`src/rtl/core/isbn_pkg.sv`:
```
package isbn_pkg;

    localparam logic [7:0] CHAR_ZERO   = 8'h30;
    localparam logic [7:0] CHAR_NINE   = 8'h39;
    localparam logic [7:0] CHAR_X      = 8'h58;
    localparam logic [7:0] CHAR_HYPHEN = 8'h2D;

    localparam logic [3:0] X_VALUE     = 4'd10;
    localparam logic [3:0] LAST_WEIGHTED_IDX = 4'd9;
    localparam logic [3:0] ISBN_DIGITS = 4'd10;
    localparam logic [3:0] DIGIT_SAT   = 4'd11;
    localparam logic [2:0] HYPHEN_MAX  = 3'd3;
    localparam logic [2:0] HYPHEN_SAT  = 3'd4;
    localparam logic [3:0] SUM13_INIT  = 4'd8;
    localparam logic [4:0] MOD11       = 5'd11;

    typedef struct packed {
        logic       ok;
        logic [3:0] cd;
    } res_t;

    // Both operands are already reduced mod 11, so one subtraction suffices.
    function automatic logic [3:0] mod11_add(input logic [3:0] a, input logic [3:0] b);
        logic [4:0] s;
        s = {1'b0, a} + {1'b0, b};
        if (s >= MOD11) begin
            s = s - MOD11;
        end
        return s[3:0];
    endfunction

    // Reduces a value below 40 mod 10.
    function automatic logic [3:0] mod10_fold(input logic [5:0] v);
        logic [5:0] r;
        if (v >= 6'd30) begin
            r = v - 6'd30;
        end else if (v >= 6'd20) begin
            r = v - 6'd20;
        end else if (v >= 6'd10) begin
            r = v - 6'd10;
        end else begin
            r = v;
        end
        return r[3:0];
    endfunction

endpackage

```
`src/rtl/core/isbn_acc.sv`:
```
module isbn_acc (
    input  logic             aclk,
    input  logic             aresetn,
    input  logic             step_en,
    input  logic [7:0]       char_code,
    input  logic             is_last,
    output isbn_pkg::res_t   res
);

    logic [3:0] digit_count_reg, digit_count_next, upd_digit_count;
    logic [2:0] hyphen_count_reg, hyphen_count_next, upd_hyphen_count;
    logic       at_start_reg, at_start_next;
    logic       prev_hyphen_reg, prev_hyphen_next;
    logic       error_reg, error_next, upd_error;
    logic [3:0] dsum_reg, dsum_next, upd_dsum;
    logic [3:0] wsum_reg, wsum_next, upd_wsum;
    logic [3:0] sum13_reg, sum13_next, upd_sum13;

    logic       is_digit;
    logic       is_hyphen;
    logic       take;
    logic [3:0] val;
    logic [5:0] term13;

    always_comb begin
        is_digit  = (char_code >= isbn_pkg::CHAR_ZERO) && (char_code <= isbn_pkg::CHAR_NINE);
        is_hyphen = (char_code == isbn_pkg::CHAR_HYPHEN);
        // 'X' counts as the digit ten only when it closes the string.
        take      = is_digit || ((char_code == isbn_pkg::CHAR_X) && is_last);
        val       = is_digit ? char_code[3:0] : isbn_pkg::X_VALUE;
        // Even digit positions carry weight three in the ISBN-13 sum.
        term13    = digit_count_reg[0] ? {2'b00, val} : ({1'b0, val, 1'b0} + {2'b00, val});

        upd_digit_count  = digit_count_reg;
        upd_hyphen_count = hyphen_count_reg;
        upd_error        = error_reg;
        upd_dsum         = dsum_reg;
        upd_wsum         = wsum_reg;
        upd_sum13        = sum13_reg;

        if (take) begin
            if (digit_count_reg < isbn_pkg::ISBN_DIGITS) begin
                upd_dsum = isbn_pkg::mod11_add(dsum_reg, val);
                upd_wsum = isbn_pkg::mod11_add(wsum_reg, upd_dsum);
                if (digit_count_reg < isbn_pkg::LAST_WEIGHTED_IDX) begin
                    upd_sum13 = isbn_pkg::mod10_fold({2'b00, sum13_reg} + term13);
                end
            end
            if (digit_count_reg < isbn_pkg::DIGIT_SAT) begin
                upd_digit_count = digit_count_reg + 4'd1;
            end
        end else if (is_hyphen) begin
            if (at_start_reg || prev_hyphen_reg || is_last) begin
                upd_error = 1'b1;
            end
            if (hyphen_count_reg < isbn_pkg::HYPHEN_SAT) begin
                upd_hyphen_count = hyphen_count_reg + 3'd1;
            end
        end else begin
            upd_error = 1'b1;
        end

        res.ok = !upd_error && (upd_digit_count == isbn_pkg::ISBN_DIGITS)
                 && (upd_hyphen_count <= isbn_pkg::HYPHEN_MAX)
                 && ((upd_hyphen_count != isbn_pkg::HYPHEN_MAX) || prev_hyphen_reg)
                 && (upd_wsum == 4'd0);
        if (!res.ok || (upd_sum13 == 4'd0)) begin
            res.cd = 4'd0;
        end else begin
            res.cd = isbn_pkg::X_VALUE - upd_sum13;
        end

        digit_count_next  = digit_count_reg;
        hyphen_count_next = hyphen_count_reg;
        at_start_next     = at_start_reg;
        prev_hyphen_next  = prev_hyphen_reg;
        error_next        = error_reg;
        dsum_next         = dsum_reg;
        wsum_next         = wsum_reg;
        sum13_next        = sum13_reg;
        if (step_en) begin
            if (is_last) begin
                // The string is finished, so start fresh for the next one.
                digit_count_next  = 4'd0;
                hyphen_count_next = 3'd0;
                at_start_next     = 1'b1;
                prev_hyphen_next  = 1'b0;
                error_next        = 1'b0;
                dsum_next         = 4'd0;
                wsum_next         = 4'd0;
                sum13_next        = isbn_pkg::SUM13_INIT;
            end else begin
                digit_count_next  = upd_digit_count;
                hyphen_count_next = upd_hyphen_count;
                at_start_next     = 1'b0;
                prev_hyphen_next  = is_hyphen;
                error_next        = upd_error;
                dsum_next         = upd_dsum;
                wsum_next         = upd_wsum;
                sum13_next        = upd_sum13;
            end
        end
    end

    always_ff @(posedge aclk) begin
        if (!aresetn) begin
            digit_count_reg  <= 4'd0;
            hyphen_count_reg <= 3'd0;
            at_start_reg     <= 1'b1;
            prev_hyphen_reg  <= 1'b0;
            error_reg        <= 1'b0;
            dsum_reg         <= 4'd0;
            wsum_reg         <= 4'd0;
            sum13_reg        <= isbn_pkg::SUM13_INIT;
        end else begin
            digit_count_reg  <= digit_count_next;
            hyphen_count_reg <= hyphen_count_next;
            at_start_reg     <= at_start_next;
            prev_hyphen_reg  <= prev_hyphen_next;
            error_reg        <= error_next;
            dsum_reg         <= dsum_next;
            wsum_reg         <= wsum_next;
            sum13_reg        <= sum13_next;
        end
    end

endmodule

```
`src/rtl/core/isbn10_check_to_isbn13_top.sv`:
```
// ISBN-10 checker with ISBN-13 check digit for the 978 prefix.
// The input channel (s_valid, s_ready, s_char_code, s_is_last) carries one
// ASCII character of a hyphenated ISBN-10 per transfer; s_is_last marks the
// final character of a string. Only the final character produces a result
// transfer on the output channel (m_valid, m_ready, m_valid_res,
// m_check_digit13); m_check_digit13 is zero when the string is invalid.
// One character is taken per cycle while no final character waits on a
// stalled result. The running counts and sums are updated from the input
// register, and the result of a final character is registered in the
// output register, from which it is offered on the output channel.
// After reset both registers are empty and the running state stands at the
// start of a new string; each string's final character returns it there.
// While the receiver stalls, the pending result holds in the output
// register; further characters that are not final keep flowing, and a
// final character waits in the input register until the result is taken.
module isbn10_check_to_isbn13_top (
    input  logic       aclk,
    input  logic       aresetn,
    input  logic       s_valid,
    output logic       s_ready,
    input  logic [7:0] s_char_code,
    input  logic       s_is_last,
    output logic       m_valid,
    input  logic       m_ready,
    output logic       m_valid_res,
    output logic [3:0] m_check_digit13
);

    logic           in_valid_reg, in_valid_next;
    logic [7:0]     in_char_reg;
    logic           in_last_reg;
    logic           out_valid_reg, out_valid_next;
    isbn_pkg::res_t out_res_reg;
    isbn_pkg::res_t res;
    logic           advance;

    // A character that is not final needs no room in the output register.
    assign advance = in_valid_reg && (!in_last_reg || !out_valid_reg || m_ready);
    assign s_ready = !in_valid_reg || advance;

    isbn_acc u_acc (
        .aclk      (aclk),
        .aresetn   (aresetn),
        .step_en   (advance),
        .char_code (in_char_reg),
        .is_last   (in_last_reg),
        .res       (res)
    );

    always_comb begin
        in_valid_next = in_valid_reg;
        if (s_ready) begin
            in_valid_next = s_valid;
        end
        out_valid_next = out_valid_reg;
        if (advance && in_last_reg) begin
            out_valid_next = 1'b1;
        end else if (m_ready) begin
            out_valid_next = 1'b0;
        end
    end

    always_ff @(posedge aclk) begin
        if (!aresetn) begin
            in_valid_reg  <= 1'b0;
            out_valid_reg <= 1'b0;
        end else begin
            in_valid_reg  <= in_valid_next;
            out_valid_reg <= out_valid_next;
        end
    end

    always_ff @(posedge aclk) begin
        if (s_ready && s_valid) begin
            in_char_reg <= s_char_code;
            in_last_reg <= s_is_last;
        end
        if (advance && in_last_reg) begin
            out_res_reg <= res;
        end
    end

    assign m_valid         = out_valid_reg;
    assign m_valid_res     = out_res_reg.ok;
    assign m_check_digit13 = out_res_reg.cd;

endmodule

```
`config.mk`:
```
export PLATFORM = sky130hd
export DESIGN_NAME = isbn10_check_to_isbn13_top
export DESIGN_NICKNAME = d
export VERILOG_FILES = /design/src/rtl/core/isbn_pkg.sv /design/src/rtl/core/isbn_acc.sv /design/src/rtl/core/isbn10_check_to_isbn13_top.sv
export SDC_FILE = /design/constraint.sdc
export NUM_CORES = 1
export LEC_CHECK = 0
export CELL_PAD_IN_SITES_DETAIL_PLACEMENT = 0
export CELL_PAD_IN_SITES_GLOBAL_PLACEMENT = 1
export CORE_MARGIN = 2
export CORE_UTILIZATION = 49
export DETAILED_ROUTE_END_ITERATION = 12
export DONT_BUFFER_PORTS = 1
export PLACE_DENSITY = 0.8
export RECOVER_POWER = 50
export SLEW_MARGIN = 5
export SYNTH_ARGS = -nofsm -noshare
export SYNTH_HDL_FRONTEND = slang
export SYNTH_SLANG_ARGS = --single-unit
```
`constraint.sdc`:
```
create_clock -name aclk -period 7.71 [get_ports aclk]
set_clock_uncertainty 0.15 [all_clocks]
set_input_delay 1.542 -clock aclk [delete_from_list [all_inputs] [get_ports aclk]]
set_output_delay 1.542 -clock aclk [all_outputs]
set_load 0.03 [all_outputs]
```
==> results.yml <==
status:
  status: "finished clean"
cts:
  ctsHtreeMaxLevel: 2
  clkTransAtPathRegs_ns: 0.08
  cts_tree: "yes"
  ctsLongestPathBuffers: 2
  ctsHoldBuffers: 0
  cts-resized-gates: 0
  insertion_delay_ns: 0.29
  cts_setup_buffers: 0
  clock-sinks: 38
  cts_buffers: 5
  clockRootBuffer: "clkbuf_8"
global_routing:
  grt_max_degree: 22
  antenna_found_initial: 0
  grt_pass1_vias: 2337
  grtUsageTotal_pct: 19.9
  grt-ovfl-total: 0
  grt_pass1_wl_mm: 11.3
placed_design:
  portBuffers: 0
  place_congestion: 0.837
  dp_hpwl_mm: 5.18
floorplan:
  die_x_um: 83.0
  die_y_um: 83.0
  start_util_pct: 51.1
  core_um2: 5990
  die-area_um2: 6890
  io_pins: 20
  rows: 28
critical_path:
  crit_arrival_ns: 6.01
  reg2reg_slack_ns: 1.69
  criticalPathCategory: "flop to flop"
  start_kind: "flop"
  end_kind: "flop"
  r2r-end: "m_check_digit13[3]"
  reg2reg_from: "in_char_reg[6]"
  rr_worst_depth: 23
  worstPathRequired_ns: 7.70
  path_max_fanout: 6
layout:
  antenna_cells: 0
  final_common_cell: "nand2_1"
  final_cell_mix: "nand2_1 (36), inv_1 (30), nor2_1 (30)"
  largest_register_ffs: 8
  register_area_um2: 901
  area_delta_synth_final_pct: 4.74
  drive_above_1_share_pct: 6.74
  nFillCells: 576
  nets: 401
  multi_input_area_um2: 2020
logic_synthesis:
  synthSimpleGateAreaFrac_pct: 21.4
  synth_compound_area_share_pct: 23.5
  synth_nets: 402
  synth_area_leaders: "dfxtp_1 (16%), edfxtp_1 (14%), ha_1 (12%), nand2_1 (4.4%), inv_1 (3.7%)"
  syn-instance-count: 356
  yosys_most_used_dff: "dfxtp_1"
  ys_seq_area_share_pct: 29.4
  synth_top_family_by_area: "compound AO/OA/AOI/OAI gates"
  ys_types: 67
  yosys.area.top_type: "dfxtp_1"
  ys_seq_elements: 38
  synth.top_cell.area_share_pct: 15.7
  ys_warn_count: 0
  synth-xor-area-share_pct: 3.43
  synth_area_um2: 3060
  synth_mux_area_share_pct: 3.07
  synth_fa_ha_area_share_pct: 14.5
  async_flop_share_pct: 0
  synth-edff-count: 14
  syn_avg_cell_area_um2: 8.60
hold_path:
  worstHoldEndpoint: "u_acc.at_start_reg"
  hold_class: "flop to flop"
  hold_depth: 1
  hold_start: "u_acc.at_start_reg"
sta:
  holdWs_ns: 0.327
  setup_viol: 0
  tightest_slew_ns: 0.821
  rsz0062_at_grt: "no"
  finalHoldViolCount: 0
  period_share_pct: 78.1
  fmax_mhz: 166
  setup_tns_ns: 0
  relSlewSlack_pct: 44.7
  maxSlewViolCount: 0
  layout_min_cycle_time_ns: 6.02
routing:
  first_pass_iters: 4
  vias: 2478
  drt_iter0_drc: 160
  ant_nets: 0
  wirelength_mm: 6.63
  drc: 0
  routedWlPerCell_um: 15.4
  viasPerCell: 5.75
power_and_ir_drop:
  ir_drop_mv: 0.130
  leakage_uw: 0.00126
  powerDensity_nw_per_um2: 132
  finalPower_uw: 423
run:
  drv_cap: 0
## worst max-delay path: stages, from the launching register on
cell      delay, ns
edfxtp_1       0.42
and4bb_4       0.41
nand2_1        0.11
nor2_1         0.27
inv_1          0.18
ha_1           0.26
fa_1           0.44
mux2_2         0.27
ha_1           0.34
xor2_1         0.26
inv_1          0.16
ha_1           0.21
or4b_1         0.45
o211a_1        0.23
nand2_1        0.09
o211ai_1       0.13
o22a_2         0.24
nor2_1         0.14
xnor2_1        0.10
a21oi_1        0.21
inv_1          0.07
ha_1           0.22
or3b_1         0.39
a21oi_2        0.12
## per-layer routing
layer / routed length, um / GRT usage [%] / vias up
met4: 119 / 5.96 / 0
li1: - / - / 1287
met1: 3500 / 29.8 / 1132
met2: 2810 / 29.0 / 50
met3: 203 / 3.78 / 9
met5: 0 / 0 / -
## cells in the mapped netlist (2+ instances only)
master	instances
nand2_1	36
inv_1	30
nor2_1	30
ha_1	29
dfxtp_1	24
a21oi_1	21
o21ai_0	18
edfxtp_1	14
nor2b_1	14
and2_1	10
clkbuf_1	8
nand3_1	8
a21o_1	7
a22oi_1	6
a31oi_1	6
mux2i_1	6
xnor2_1	6
xor2_1	6
a211oi_1	5
fa_1	4
nand2b_1	4
o211ai_1	4
a21boi_0	2
a311oi_1	2
a32oi_1	2
and3_1	2
and3_2	2
and4bb_2	2
mux2_2	2
nor3_1	2
o211a_1	2
o21a_1	2
o21ba_2	2
o221ai_1	2
o22a_2	2
o22ai_1	2
o41ai_1	2
## worst max-delay path by stage
stage | from | endpoint | slack [ns] | depth (start not counted)
2_1_floorplan | in_char_reg[6] | m_check_digit13[3] | 2.31 | 23
3_3_place_gp | in_char_reg[6] | m_check_digit13[3] | 1.96 | 23
3_5_place_dp | in_char_reg[6] | m_check_digit13[3] | 1.73 | 23
4_1_cts | in_char_reg[6] | m_check_digit13[3] | 1.70 | 23
5_1_grt | in_char_reg[6] | m_check_digit13[3] | 1.32 | 23
6_report | in_char_reg[6] | m_check_digit13[3] | 1.69 | 23
## cells by family after synthesis
group,Yosys count
fa+ha+maj,33
mux,9
buf+inv,38
flops,38
xor+xnor,12
compound gates,102
simple gates,124
## stage by stage
stage / cells / setup slack (ns) / area, um2 / utilization, %
2_1_floorplan: 356 / 2.31 / 3060 / -
3_3_place_gp: 423 / 1.96 / 3120 / 52.2
3_5_place_dp: 423 / 1.73 / 3120 / 52.2
4_1_cts: 431 / 1.70 / 3210 / 53.5
5_1_grt: 431 / 1.32 / 3210 / 53.5
6_report: 431 / 1.69 / 3210 / 53.5
## final cells by class
cell class                      count  share of cell area, %
Clock buffer                        6                   2.26
Clock inverter                      2                  0.273
Inverter                           30                   3.51
Multi-Input combinational cell    280                   62.9
Sequential cell                    38                   28.1
Tap cell                           75                   2.93
## power by group
| group | switching (uW) | internal [uW] |
|---|---|---|
| Combinational | 43.9 | 29.5 |
| Clock | 67.8 | 62.2 |
| Sequential | 6.39 | 213 |
| Total | 118 | 305 |
Note: power is estimated with default switching activity, not from simulation.
